File: src/xbd_pkg.sv
// Shared types and constants for the XTEA block decipher.
`default_nettype none
package xbd_pkg;

    localparam int unsigned WORD_W    = 32;
    localparam int unsigned ADDR_W    = 5;
    localparam int unsigned NUM_KEYS  = 4;

    // register indexes (byte address is 4 * index)
    localparam logic [2:0] REG_ROUND_CONSTANT = 3'd0;
    localparam logic [2:0] REG_KEY_WORD_0     = 3'd1;
    localparam logic [2:0] REG_KEY_WORD_1     = 3'd2;
    localparam logic [2:0] REG_KEY_WORD_2     = 3'd3;
    localparam logic [2:0] REG_KEY_WORD_3     = 3'd4;

    localparam logic [WORD_W-1:0] DELTA_RESET = 32'h9E37_79B9;

    typedef struct packed {
        logic [WORD_W-1:0] cipher_left;
        logic [WORD_W-1:0] cipher_right;
    } t_in_item;

    typedef struct packed {
        logic [WORD_W-1:0] plain_left;
        logic [WORD_W-1:0] plain_right;
    } t_out_item;

    typedef struct packed {
        logic [WORD_W-1:0]                round_constant;
        logic [NUM_KEYS-1:0][WORD_W-1:0]  key_word;
    } t_cfg;

    typedef struct packed {
        logic              valid;
        logic [WORD_W-1:0] left;
        logic [WORD_W-1:0] right;
        logic [WORD_W-1:0] sum;
    } t_stage;

endpackage
`default_nettype wire

File: src/xbd_cfg.sv
// APB-style configuration registers: round constant and four key words.
`default_nettype none
module xbd_cfg (
    input  wire logic                        i_clk,
    input  wire logic                        i_rst_n,
    input  wire logic                        psel,
    input  wire logic                        penable,
    input  wire logic                        pwrite,
    input  wire logic [xbd_pkg::ADDR_W-1:0]  paddr,
    input  wire logic [xbd_pkg::WORD_W-1:0]  pwdata,
    output logic      [xbd_pkg::WORD_W-1:0]  prdata,
    output logic                             pready,
    output xbd_pkg::t_cfg                    o_cfg
);

    logic [xbd_pkg::WORD_W-1:0] r_round_constant;
    logic [xbd_pkg::NUM_KEYS-1:0][xbd_pkg::WORD_W-1:0] r_key_word;
    logic [2:0] w_index;
    logic       w_write;

    assign w_index = paddr[4:2];
    assign w_write = psel && penable && pwrite;
    assign pready  = 1'b1;

    always_ff @(posedge i_clk) begin
        if (!i_rst_n) begin
            r_round_constant <= xbd_pkg::DELTA_RESET;
            r_key_word       <= '0;
        end else if (w_write) begin
            case (w_index)
                xbd_pkg::REG_ROUND_CONSTANT: r_round_constant <= pwdata;
                xbd_pkg::REG_KEY_WORD_0:     r_key_word[0]    <= pwdata;
                xbd_pkg::REG_KEY_WORD_1:     r_key_word[1]    <= pwdata;
                xbd_pkg::REG_KEY_WORD_2:     r_key_word[2]    <= pwdata;
                xbd_pkg::REG_KEY_WORD_3:     r_key_word[3]    <= pwdata;
                default: ;  // drop writes beyond the register list
            endcase
        end
    end

    always_comb begin
        case (w_index)
            xbd_pkg::REG_ROUND_CONSTANT: prdata = r_round_constant;
            xbd_pkg::REG_KEY_WORD_0:     prdata = r_key_word[0];
            xbd_pkg::REG_KEY_WORD_1:     prdata = r_key_word[1];
            xbd_pkg::REG_KEY_WORD_2:     prdata = r_key_word[2];
            xbd_pkg::REG_KEY_WORD_3:     prdata = r_key_word[3];
            default:                     prdata = '0;
        endcase
    end

    assign o_cfg.round_constant = r_round_constant;
    assign o_cfg.key_word       = r_key_word;

endmodule
`default_nettype wire

File: config.mk
export PLATFORM = sky130hd
export DESIGN_NAME = xbd_cfg
export DESIGN_NICKNAME = d
export VERILOG_FILES = /design/src/xbd_pkg.sv /design/src/xbd_cfg.sv
export SDC_FILE = /design/constraint.sdc
export NUM_CORES = 1
export LEC_CHECK = 0
export BUFFER_PORTS_ARGS = -buffer_cell sky130_fd_sc_hd__buf_4
export CORE_UTILIZATION = 40
export CTS_BUF_LIST = sky130_fd_sc_hd__clkbuf_16
export DETAILED_ROUTE_END_ITERATION = 8
export GPL_TIMING_DRIVEN = 0
export PLACE_DENSITY = 0.69
export SETUP_SLACK_MARGIN = 0.1
export SYNTH_ARGS = -nofsm -noshare
export SYNTH_HDL_FRONTEND = slang
export SYNTH_SLANG_ARGS = --single-unit
File: constraint.sdc
create_clock -name i_clk -period 4.1 [get_ports i_clk]
set_clock_uncertainty 0.1 [all_clocks]
set_input_delay 0.615 -clock i_clk [delete_from_list [all_inputs] [get_ports i_clk]]
set_output_delay 0.615 -clock i_clk [all_outputs]
set_load 0.01 [all_outputs]
# ---- Word level (Yosys, flattened, before mapping)
# Index checks and enable logic that the tools add are counted.
dict set report totals {
  register_bits 160
  latch_bits 0
  ramBits 0
  rom_bits 0
  input_bits 42
  out_inout_bits 193
  word_cells 18
  n_memories 0
}
dict set report op_classes {
  add_sub_neg 0
  n_mul 0
  n_div 0
  n_lt_le_gt_ge 0
  n_eq_ne 4
  n_shift 0
  mux 1
  bitwise_logic 0
  reduce_logical 8
}
# operator n
set ops {}
lappend ops {{$pmux 32 s5} 1}
lappend ops {{$reduce_and 2->1} 5}
lappend ops {{$eq 3x2->1 const B} 2}
lappend ops {{$eq 3x1->1 const B} 1}
lappend ops {{$eq 3x3->1 const B} 1}
lappend ops {{$logic_not 3->1} 1}
lappend ops {{$logic_and 1x1->1} 2}

# ---- Depth between registers and ports, before layout
dict set report depth {
  ltp_word 3
  depth_mapped 6
  mapped_depth_nobuf 3
}

# ---- Worst setup path after synthesis
# OpenSTA, ideal clock, no wires.
dict set report synth_path {
  path_kind {in2out}
  from {input port paddr[2] (netlist name)}
  to {output port prdata[10] (netlist name)}
  arrival_ns 1.570
  required_time_ns 3.385
  slack_ns 1.815
  cell_stages 5
  path_buffers 2
  cell_sequence {buf_2 > nor2b_1 > clkbuf_1 > a22oi_1 > o22ai_1}
}
dict set report synth_via {
  elab_chain_cells 2
  word_cells_on_any_way 6
  cone_classes {eq/ne: 4; mux: 1; reduce/logical: 1}
}
# element line
set synth_lines {}
lappend synth_lines {{start: declaration} xbd_cfg.sv:9} ;# input wire logic [xbd_pkg::ADDR_W-1:0] paddr,
lappend synth_lines {{$eq 3x3->1 (tied with other cells)} xbd_cfg.sv:42} ;# case (w_index)
lappend synth_lines {{$pmux 32 s5 *} xbd_cfg.sv:42}
lappend synth_lines {{end: declaration} xbd_cfg.sv:11} ;# output logic [xbd_pkg::WORD_W-1:0] prdata,
# Mark *: on every way between the ends. The rest lies on a longest branch, timed or not.

# ---- Worst setup path after layout
dict set report layout_path {
  from {input port paddr[4] (netlist name)}
  to {output port prdata[10] (netlist name)}
}
# The elaborated chain is that of the path after synthesis.

==> results.cfg <==
[run_status]
status = finished clean

[detailed_routing]
firstDrtPassIters = 5
antenna_left = 0
viasPerCell = 5.39
vias = 6627
drt_iter0_markers = 491
wirelength_um = 26100
wire_per_inst_um = 21.2
drc = 0

[clock_network]
root_buffer = clkbuf_16
clockBufferDepth = 2
path_clk_slew_ns = 0.06
clkLatencyLatePin_ns = 0.42
cts_resized = 0
cts_max_level = 4
cts.sinks = 160
post_cts_buffers = 0
cts-hold-fix-buffers = 0
cts_tree = done
cts_buffers = 17

[setup_path]
slowest_delay_ns = 0.56
cp_common_cell = buf_4
cp.required_ns = 3.38
slowest_stage = clkbuf_1
cp-start-kind = input port
cpLargestDelayFamily = buffers and inverters
cp-end-kind = primary output
crit_fanout = 10
path_class = in2out
path_cells = buf_4 -> buf_4 -> nor2b_1 -> clkbuf_1 -> a22oi_1 -> o22ai_1 -> buf_4
path_buf_inv = 4
arrival_ns = 2.30

[die]
rows = 49
core_mm2 = 0.0179
dieArea_mm2 = 0.0188
die_h_um = 137
die_w_um = 137
start_util = 0.407
io_pins = 235

[global_route]
gr-total-overflow = 0
antenna_found_initial = 0
grt_pass1_vias = 6208
track_usage = 0.276
grt_first_pass_wirelength_um = 37600
grt_max_degree = 17

[hold_path]
hold_class = in2reg

[sta]
relSlewSlack = 0.462
period_minus_slack_ns = 3.01
period_share = 0.735
tns_ns = 0
whs_ns = 0.356
finalSetupViolCount = 0
timing.fmax_ghz = 0.332
hold_viol_final = 0
worstMarginPinSlew_ns = 0.807
slew_viol_final = 0
rsz0062_at_grt = no

[run]
max_cap_violations = 0

[synth]
synth-compound-area-share = 0.0928
synthMuxAreaShare = 0.269
synth_top_family_by_area = multiplexers
synth-simple-area-share = 0.142
syn_avg_cell_area_um2 = 9.84
synth_xor_area_frac = 0
syn-num-nets = 783
ys_warn_count = 0
synthDistinctLibCells = 25
synth_cells = 741
netlist_area_mm2 = 0.00729
ys_seq_elements = 160
synthAdderAreaFrac = 0
seq_area_frac_synth = 0.439

[final_layout]
drive_above_1_share = 0.336
num-nets-final = 1030
n_antenna_cell = 0
area_growth_pct = 35.6
postLayoutCellArea_mm2 = 0.00988

[place]
dp_hpwl_um = 17800
dpl_cell_area_mm2 = 0.00929
port_buffers = 228
routabilityCongestion = 0.810

[pwr]
power_leakage_nw = 3.87
ir_worst_vdd_v = 0.000296
power_density_mw_per_mm2 = 351
==> tightest hold or removal path: cells and delay by family <==
family	cells	cell delay (ns)
muxes	1	0.11
buffers and inverters	1	0.08
and+or+nand+nor	1	0.03
==> report_power, final <==
part	switching [mW]	total (mW)	internal, mW
logic	0.186	0.294	0.107
registers	0.0106	1.58	1.57
clock network	0.647	1.60	0.953
==> logic make-up (layout without fill, tap and decap cells) <==
group | count (synthesis) | in the layout
AOI/OAI and AO/OA | 96 | 96
buffers and inverters | 67 | 327
other | 1 | 1
muxes | 192 | 192
DFF | 160 | 160
and+or+nand+nor | 225 | 225
==> per-stage QoR <==
stage               power, mW  std cells  utilization  setup slack, ns
floorplan                1.76        741            -             1.82
global placement         1.90       1198        0.519             1.13
detailed placement       1.90       1198        0.519             1.13
CTS                      3.49       1230        0.552             1.13
global route             3.58       1230        0.552             1.02
finish                   3.47       1230        0.552             1.09
==> worst paths after layout <==
check	slack, ns	from	depth (start not counted)	endpoint
max	1.09	paddr[4]	7	prdata[10]
min	0.36	pwdata[28]	3	r_round_constant[28]
max reg2reg	3.29	r_round_constant[24]	2	r_round_constant[24]
min reg2reg	0.37	o_cfg[32]	2	o_cfg[32]
==> cell usage in the layout (no fill, tap or decap), types with 2 or more instances in the layout <==
master,Yosys,layout
a22oi_1,62,62
buf_1,3,3
buf_2,18,18
buf_4,4,232
buf_6,16,16
bufinv_16,0,3
clkbuf_1,25,25
clkbuf_16,0,17
clkinv_1,0,2
clkinv_2,0,4
clkinv_4,0,2
clkinvlp_4,0,3
dfxtp_1,160,160
mux2_2,32,32
mux2i_1,160,160
nand2_1,173,173
nor2b_1,41,41
nor3_4,3,3
o22ai_1,32,32
==> registers in the layout, summed over array words and instances, names as in the netlist <==
signal	flops
o_cfg	128
r_round_constant	32
==> layer usage <==
layer	global-route usage	up-vias	part of all wire
met5	0	-	0
met4	0.0806	0	0.014
met3	0.0633	21	0.082
met2	0.442	284	0.47
met1	0.369	3223	0.44
li1	-	3099	-
==> cell type report <==
cell class / instances / area, um^2
sequential: 160 / 3200
fill: 1666 / 8020
multi-input combinational: 514 / 3680
tap: 229 / 287
buffer: 66 / 405
clock buffer: 17 / 425
inverter: 1 / 3.75
clock inverter: 15 / 169
timing repair buffer: 228 / 1710
==> cells in the mapped netlist (all sizes together) <==
cell type | instances | share of area
nand2 | 173 | 0.089
dfxtp | 160 | 0.44
mux2i | 160 | 0.22
a22oi | 62 | 0.064
nor2b | 42 | 0.036
buf | 41 | 0.043
mux2 | 32 | 0.049
o22ai | 32 | 0.027
clkbuf | 25 | 0.013
nor3 | 3 | 0.0067
nor2 | 2 | 0.0021
a21oi | 1 | 0.00069
a31oi | 1 | 0.00086
and3 | 1 | 0.00086
and3b | 1 | 0.0012
conb | 1 | 0.00051
inv | 1 | 0.00051
nand4 | 1 | 0.00086
nand4b | 1 | 0.0033
nor3b | 1 | 0.0017
Note: power is estimated with default switching activity, not from simulation.
