### config.mk
export PLATFORM = sky130hd
export DESIGN_NAME = xbd_round
export DESIGN_NICKNAME = d
export VERILOG_FILES = /design/src/xbd_pkg.sv /design/src/xbd_round.sv
export SDC_FILE = /design/constraint.sdc
export NUM_CORES = 1
export LEC_CHECK = 0
export ABC_AREA = 1
export BUFFER_PORTS_ARGS = -buffer_cell sky130_fd_sc_hd__buf_2
export CAP_MARGIN = 20
export CELL_PAD_IN_SITES_DETAIL_PLACEMENT = 1
export CELL_PAD_IN_SITES_GLOBAL_PLACEMENT = 2
export CORE_MARGIN = 4
export CORE_UTILIZATION = 33
export DETAILED_ROUTE_END_ITERATION = 10
export PLACE_DENSITY = 0.89
export SLEW_MARGIN = 40
export SYNTH_ARGS = -nofsm -noshare
export SYNTH_HDL_FRONTEND = slang
export SYNTH_SLANG_ARGS = --single-unit
export TNS_END_PERCENT = 1
### constraint.sdc
create_clock -name i_clk -period 6.31 [get_ports i_clk]
set_clock_uncertainty 0.15 [all_clocks]
set_input_delay 0.9465 -clock i_clk [delete_from_list [all_inputs] [get_ports i_clk]]
set_output_delay 0.9465 -clock i_clk [all_outputs]
set_load 0.02 [all_outputs]
### src/xbd_pkg.sv
// Shared types and constants for the XTEA block decipher.
`default_nettype none
package xbd_pkg;

    localparam int unsigned WORD_W    = 32;
    localparam int unsigned ADDR_W    = 5;
    localparam int unsigned NUM_KEYS  = 4;

    // register indexes (byte address is 4 * index)
    localparam logic [2:0] REG_ROUND_CONSTANT = 3'd0;
    localparam logic [2:0] REG_KEY_WORD_0     = 3'd1;
    localparam logic [2:0] REG_KEY_WORD_1     = 3'd2;
    localparam logic [2:0] REG_KEY_WORD_2     = 3'd3;
    localparam logic [2:0] REG_KEY_WORD_3     = 3'd4;

    localparam logic [WORD_W-1:0] DELTA_RESET = 32'h9E37_79B9;

    typedef struct packed {
        logic [WORD_W-1:0] cipher_left;
        logic [WORD_W-1:0] cipher_right;
    } t_in_item;

    typedef struct packed {
        logic [WORD_W-1:0] plain_left;
        logic [WORD_W-1:0] plain_right;
    } t_out_item;

    typedef struct packed {
        logic [WORD_W-1:0]                round_constant;
        logic [NUM_KEYS-1:0][WORD_W-1:0]  key_word;
    } t_cfg;

    typedef struct packed {
        logic              valid;
        logic [WORD_W-1:0] left;
        logic [WORD_W-1:0] right;
        logic [WORD_W-1:0] sum;
    } t_stage;

endpackage
`default_nettype wire

### src/xbd_round.sv
// One decipher round as two register stages: right-half update, then left-half update.
`default_nettype none
module xbd_round (
    input  wire logic            i_clk,
    input  wire logic            i_rst_n,
    input  wire logic            i_adv,
    input  wire xbd_pkg::t_cfg   i_cfg,
    input  wire xbd_pkg::t_stage i_stage,
    output xbd_pkg::t_stage      o_stage
);

    function automatic logic [xbd_pkg::WORD_W-1:0] mix_half(
        input logic [xbd_pkg::WORD_W-1:0] v
    );
        return v + ((v >> 5) ^ (v << 4));
    endfunction

    xbd_pkg::t_stage r_mid;
    xbd_pkg::t_stage r_out;
    logic [xbd_pkg::WORD_W-1:0] n_mid_right;
    logic [xbd_pkg::WORD_W-1:0] n_mid_sum;
    logic [xbd_pkg::WORD_W-1:0] n_out_left;

    // first half-update: key word from sum bits 12:11, then raise the sum
    assign n_mid_right = i_stage.right -
        ((i_cfg.key_word[i_stage.sum[12:11]] + i_stage.sum) ^ mix_half(i_stage.left));
    assign n_mid_sum   = i_stage.sum + i_cfg.round_constant;

    // second half-update: key word from bits 1:0 of the raised sum
    assign n_out_left  = r_mid.left -
        ((i_cfg.key_word[r_mid.sum[1:0]] + r_mid.sum) ^ mix_half(r_mid.right));

    always_ff @(posedge i_clk) begin
        if (!i_rst_n) begin
            r_mid.valid <= 1'b0;
            r_out.valid <= 1'b0;
        end else if (i_adv) begin
            r_mid.valid <= i_stage.valid;
            r_out.valid <= r_mid.valid;
            r_mid.left  <= i_stage.left;
            r_mid.right <= n_mid_right;
            r_mid.sum   <= n_mid_sum;
            r_out.left  <= n_out_left;
            r_out.right <= r_mid.right;
            r_out.sum   <= r_mid.sum;
        end
    end

    assign o_stage = r_out;

endmodule
`default_nettype wire

# Word level (Yosys, flattened, before mapping)
# Cells that the tools add are included.
# totals
inputBits	260
ff_bits	194
# op_classes
n_mux	4
bitwise_logic	4
n_reduce_logical	1
add_sub_neg	7
order_cmp	2
# ops
cell	count
adder 32 bit	5
binary-select mux 32 bit (select 2 bit)	2
2-to-1 mux 32 bit	2
subtractor 32 bit	2
XOR 27 x 32 -> 32 bit	2
XOR 32 bit	2
< comparator 2 x 3 -> 1 bit (second input constant)	2
AND reduction 2 bit	1

# Logic depth before layout (Yosys ltp)
# depth
word_depth	5
mapped_depth	30
ltp_nobuf	28

# Worst setup path before layout
# Ideal clock, no wire load.
# synth_path
path_type	input to register
startpoint	input i_rst_n
endpoint	register r_out (netlist bit o_stage[0]) (enable)
setup_slack_ns	0.947
n_path_buf	0
path_stages	2
t_arrival_ns	4.669
path_cell_list	nand2_1 > inv_1
# synth_via
elab_chain_len	1
# synth_rtl
element	line_no	source
start: declaration	xbd_round.sv:5	input wire logic i_rst_n,
AND reduction 2 bit (no line)	n/a	
end: declaration	xbd_round.sv:19	xbd_pkg::t_stage r_out;
# No other way between the ends.
# A chain may end at the register's enable or synchronous reset.

# Final worst setup path
# layout_path
startpoint	register r_mid[0] (netlist bit)
endpoint	register r_out (netlist bit o_stage[89]), data pin
# layout_via
elab_chain_len	5
# layout_rtl
element	line_no	source
start: declaration	xbd_round.sv:18	xbd_pkg::t_stage r_mid;
binary-select mux 32 bit (select 2 bit)	xbd_round.sv:31	((i_cfg.key_word[r_mid.sum[1:0]] + r_mid.sum) ^ mix_half(r_mid.right));
2-to-1 mux 32 bit (not written as such)	xbd_round.sv:31	
adder 32 bit (*)	xbd_round.sv:31	
XOR 32 bit (*)	xbd_round.sv:31	
subtractor 32 bit (*)	xbd_round.sv:30	assign n_out_left = r_mid.left -
via n_out_left, one bit	xbd_round.sv:22	logic [xbd_pkg::WORD_W-1:0] n_out_left;
# The timed path passes the listed nets; every way through them passes the cells marked *. The select of a mux whose other input is x is not followed.

==> out/summary.md <==
The run finished with clean final reports. The worst pin sits at a relative slew slack of 50.9%. After Yosys synthesis, full adders, half adders and majority gates account for 13.1% of the synthesized area.

The number of hold violations in the final report is 0. Counting along the longest clock path gives a buffer depth of 2. The tools report the number of H-tree levels as 4. Clock tree root driver cell: sky130_fd_sc_hd__clkbuf_16. The placed instances occupy a cell area of 24700 sq um. The min-delay analysis places its worst path in the category flip-flop to flip-flop. STA puts the critical path data required time at 6.40 ns. The post-cts resize count was 0. The region available for standard cell placement spans 65600 sq um. The pin count of the biggest net entering global routing was 102. For this run, asynchronously set or reset flops after synthesis account for 0%. Post-synthesis simple-gate area fraction: 25.7%. After synthesis, the cell types taking the most area are sky130_fd_sc_hd__edfxtp_1 (26%), sky130_fd_sc_hd__nand2_1 (13%), sky130_fd_sc_hd__ha_1 (12%).

Summing the areas of all compound-gate instances in the mapped netlist gives 17.4% of the synthesized area. The placed wire-length estimate is 87.3 mm. The tools report the startpoint kind of the worst setup timing path as a flip-flop. In this design, the critical path's most frequently occurring cell is sky130_fd_sc_hd__nand2_1. The run gives 0.52 ns as the latest clock arrival within the worst-skew pair. The tools report the quantity of hold-fixing buffers added after cts as 0.

The share of the synthesized area in the top cell type was 26.4%. The via count of the first global-routing pass was 23154; the total of max-cap violations was 0. For the post-synthesis cell count, the log shows 3107.

Counting flops with a built-in enable in the synthesized netlist gives 192. The total negative setup slack was 0 ns; the number of buffers added for setup after CTS was 0. The count of final max-slew check failures came out at 0.

The number of buffers and inverters on the critical path is 4. During placement, the flow inserted port buffers numbering 356. Number of top-level pins: 357.

For the starting DRC count in detailed routing, the log shows 1910. In this run, synthesis produced a sequential element count of 194. The die is 265 um tall. In the finished design, the share of the clock period the worst path needs comes to 86.2%. The count of nets left with antenna violations once routing finished came out at 0.

Dividing total power by cell area gives a power density of 584 nW/um^2. The number of placed instances, taps included, is 4307. The DRC violations left is 0, and the final critical delay including setup and external delays is 5.44 ns.

The share of cell area taken by muxes after synthesis was 0%. The worst-case setup slack after placement was 0.745 ns. Global routing used 27.9% of the available tracks. The clock slew seen by the registers of the worst setup and hold paths was 0.07 ns.

The cell with the biggest individual delay on the critical path was sky130_fd_sc_hd__edfxtp_1. Hold is met by 0.316 ns. For the pin with the worst max-slew slack, the measured transition is 0.737 ns. The tools report the initial antenna violation count as 6. Traced cell by cell, the critical path runs through inv_2 > buf_4 > o21ai_0 > o22ai_1 > ha_1 > a21oi_1 > o21ai_0 > a21oi_1 > o21ai_2 > nand2_1 > nand2_1 > xor2_1 > inv_1 > ha_1 > nand2_1 > nor2_1 > inv_1 > nor3_1 > nand3_1 > o211ai_1 > xor2_1. Once routing completed, OpenROAD measured the worst setup slack at 0.869 ns.

Excluding fillers, the count of instances in the completed layout stands at 4341. For this configuration, the core starts out at a cell density of 33.3%. TritonCTS built the clock tree. Counting every sink on the clock net gives 194.

In the final layout, the share of cells above drive strength 1 is 13.4%. Using the TritonRoute via totals, the vias-per-cell ratio works out to 5.34. The tools report the final setup violation count as 0.

By instance count, the leading cell after synthesis is sky130_fd_sc_hd__nand2_1. After synthesis, the largest family of logic cells by area is simple AND/OR/NAND/NOR gates. The top achievable clock speed is 0.184 GHz. Data on the critical path arrives at its endpoint at 5.53 ns. The post-synth net total is 3591, and the relative area change from synthesis to final layout is 15.9%.

Each instance of the synthesized netlist takes up on average 7.03 sq um. The first global-routing pass estimated 147 mm of wire. The number of nets in the finished design is 3946, and the part of the Yosys area used for sequential elements is 26.6%. Wires add up to 101 mm. Summed over all cells, the static leakage comes to 12.1 nW.

Across the VDD grid, the largest voltage drop is 0.000404 V. STA classifies the critical path endpoint as a flip-flop. Critical path start-end classification: flip-flop to flip-flop.

After detailed routing, the average wire length per cell comes to 23.2 um. Summed instance area of the synthesized netlist: 21800 sq um. The logs give 17 for the CTS buffer count and 0 for the total overflow reported by the global router. Of all nets on the critical path, the largest fanout is 22. The congestion estimate from routability-driven global placement came to 0.976. The via count of the routed design came out at 23162.

For this run, the number of Yosys warnings is 0. For the detailed-routing iteration count for the pre-antenna-repair pass, the log shows 5. The synthesized netlist devotes 10.1% of its cell area to XOR and XNOR gates. The number of placement rows is 94, and the worst stage delay on the critical path is 0.44 ns.

The synthesized netlist contains 51 unique library cells. The dominant delay contributor by cell family on the critical path is compound AO/OA/AOI/OAI gates. Library cell with the largest summed area after synthesis: sky130_fd_sc_hd__edfxtp_1. In this run the horizontal extent of the chip is 265 um. The run gives 70300 sq um as the overall die area. Setup repair after global routing left no endpoint under its margin. In the synthesized netlist, the cells that appear most often are sky130_fd_sc_hd__nand2_1 (741), sky130_fd_sc_hd__nor2_1 (376), sky130_fd_sc_hd__inv_1 (360). The top flip-flop cell by instance count after synthesis is sky130_fd_sc_hd__edfxtp_1. Summing all non-filler instances in the final layout gives an area of 25300 sq um.
path summary, 6_finish.rpt:
kind	startpoint	to	slack [ns]	cells after the start
hold / removal	r_mid[14]	o_stage[14]	0.32	0
setup / recovery	r_mid[0]	o_stage[89]	0.87	21
hold reg to reg	r_mid[14]	o_stage[14]	0.32	0
setup reg to reg	r_mid[0]	o_stage[89]	0.87	21
through the flow:
step / util (%) / total power [mW]
after floorplan: - / 10.1
after global placement: 37.7 / 13.3
after detailed placement: 37.7 / 13.5
after CTS: 38.6 / 14.7
after global routing: 38.6 / 16.1
final: 38.6 / 14.8
kinds of logic (layout without fill, tap and decap cells):
logic type	after synthesis	count (layout)
AND/OR/NAND/NOR	1370	1370
AO/OA/AOI/OAI	660	660
adder cells (fa/ha/maj)	224	224
buffers and inverters	407	775
flip-flops	194	194
other	0	2
XOR/XNOR	252	252
report_power, final:
| part | leakage [nW] | internal, mW | switching [mW] |
|---|---|---|---|
| sequential | 1.82 | 2.13 | 0.285 |
| clock | 0.284 | 0.612 | 0.555 |
| combinational | 10.0 | 3.79 | 7.41 |
| total | 12.1 | 6.53 | 8.25 |
registers in the layout, indices dropped and copies added, names as in the netlist:
| register | cells |
|---|---|
| o_stage | 97 |
| r_mid | 97 |
worst reg2reg max path: stages (launching register included):
cell and delay, ns:
sky130_fd_sc_hd__edfxtp_1 0.44, sky130_fd_sc_hd__inv_2 0.37, sky130_fd_sc_hd__buf_4 0.36, sky130_fd_sc_hd__o21ai_0 0.13
sky130_fd_sc_hd__o22ai_1 0.41, sky130_fd_sc_hd__ha_1 0.43, sky130_fd_sc_hd__a21oi_1 0.34, sky130_fd_sc_hd__o21ai_0 0.15
sky130_fd_sc_hd__a21oi_1 0.20, sky130_fd_sc_hd__o21ai_2 0.15, sky130_fd_sc_hd__nand2_1 0.09, sky130_fd_sc_hd__nand2_1 0.09
sky130_fd_sc_hd__xor2_1 0.23, sky130_fd_sc_hd__inv_1 0.08, sky130_fd_sc_hd__ha_1 0.38, sky130_fd_sc_hd__nand2_1 0.11
sky130_fd_sc_hd__nor2_1 0.31, sky130_fd_sc_hd__inv_1 0.15, sky130_fd_sc_hd__nor3_1 0.26, sky130_fd_sc_hd__nand3_1 0.12
sky130_fd_sc_hd__o211ai_1 0.14, sky130_fd_sc_hd__xor2_1 0.10
cells in the final DEF (no fill, tap or decap), types with 12 or more instances in the layout:
cell,n
sky130_fd_sc_hd__nand3b_1,24
sky130_fd_sc_hd__nor3_1,25
sky130_fd_sc_hd__a21oi_1,239
sky130_fd_sc_hd__xor2_1,179
sky130_fd_sc_hd__inv_1,359
sky130_fd_sc_hd__a21o_1,42
sky130_fd_sc_hd__buf_4,18
sky130_fd_sc_hd__clkbuf_16,17
sky130_fd_sc_hd__edfxtp_1,192
sky130_fd_sc_hd__o211ai_1,12
sky130_fd_sc_hd__o21bai_1,27
sky130_fd_sc_hd__o21ai_0,205
sky130_fd_sc_hd__nand2_1,741
sky130_fd_sc_hd__o22ai_1,62
sky130_fd_sc_hd__nor2_1,376
sky130_fd_sc_hd__buf_2,356
sky130_fd_sc_hd__nand2_2,16
sky130_fd_sc_hd__ha_1,217
sky130_fd_sc_hd__nand4_1,24
sky130_fd_sc_hd__xnor2_1,72
sky130_fd_sc_hd__nand3_1,134
per-layer routing:
metal / wire length, um / share of wire, % / track usage, % / vias to the layer above
met5: 0 / 0 / 0 / -
met4: 3780 / 3.8 / 10.0 / 0
met3: 5700 / 5.7 / 3.66 / 158
met2: 47500 / 47 / 47.4 / 696
met1: 43500 / 43 / 36.4 / 11148
li1: - / - / - / 11160
layout make-up:
cell class              instances  area, sq um
multi-input cells            2506        14500
flip-flops and latches        194         5810
repair buffers                376         1960
well taps                     864         1080
clock buffers                  23          468
fillers                      8499        40300
clock inverters                 9          120
inverters                     367         1390
diodes                          2         5.00
(Power assumes the default switching activity.)
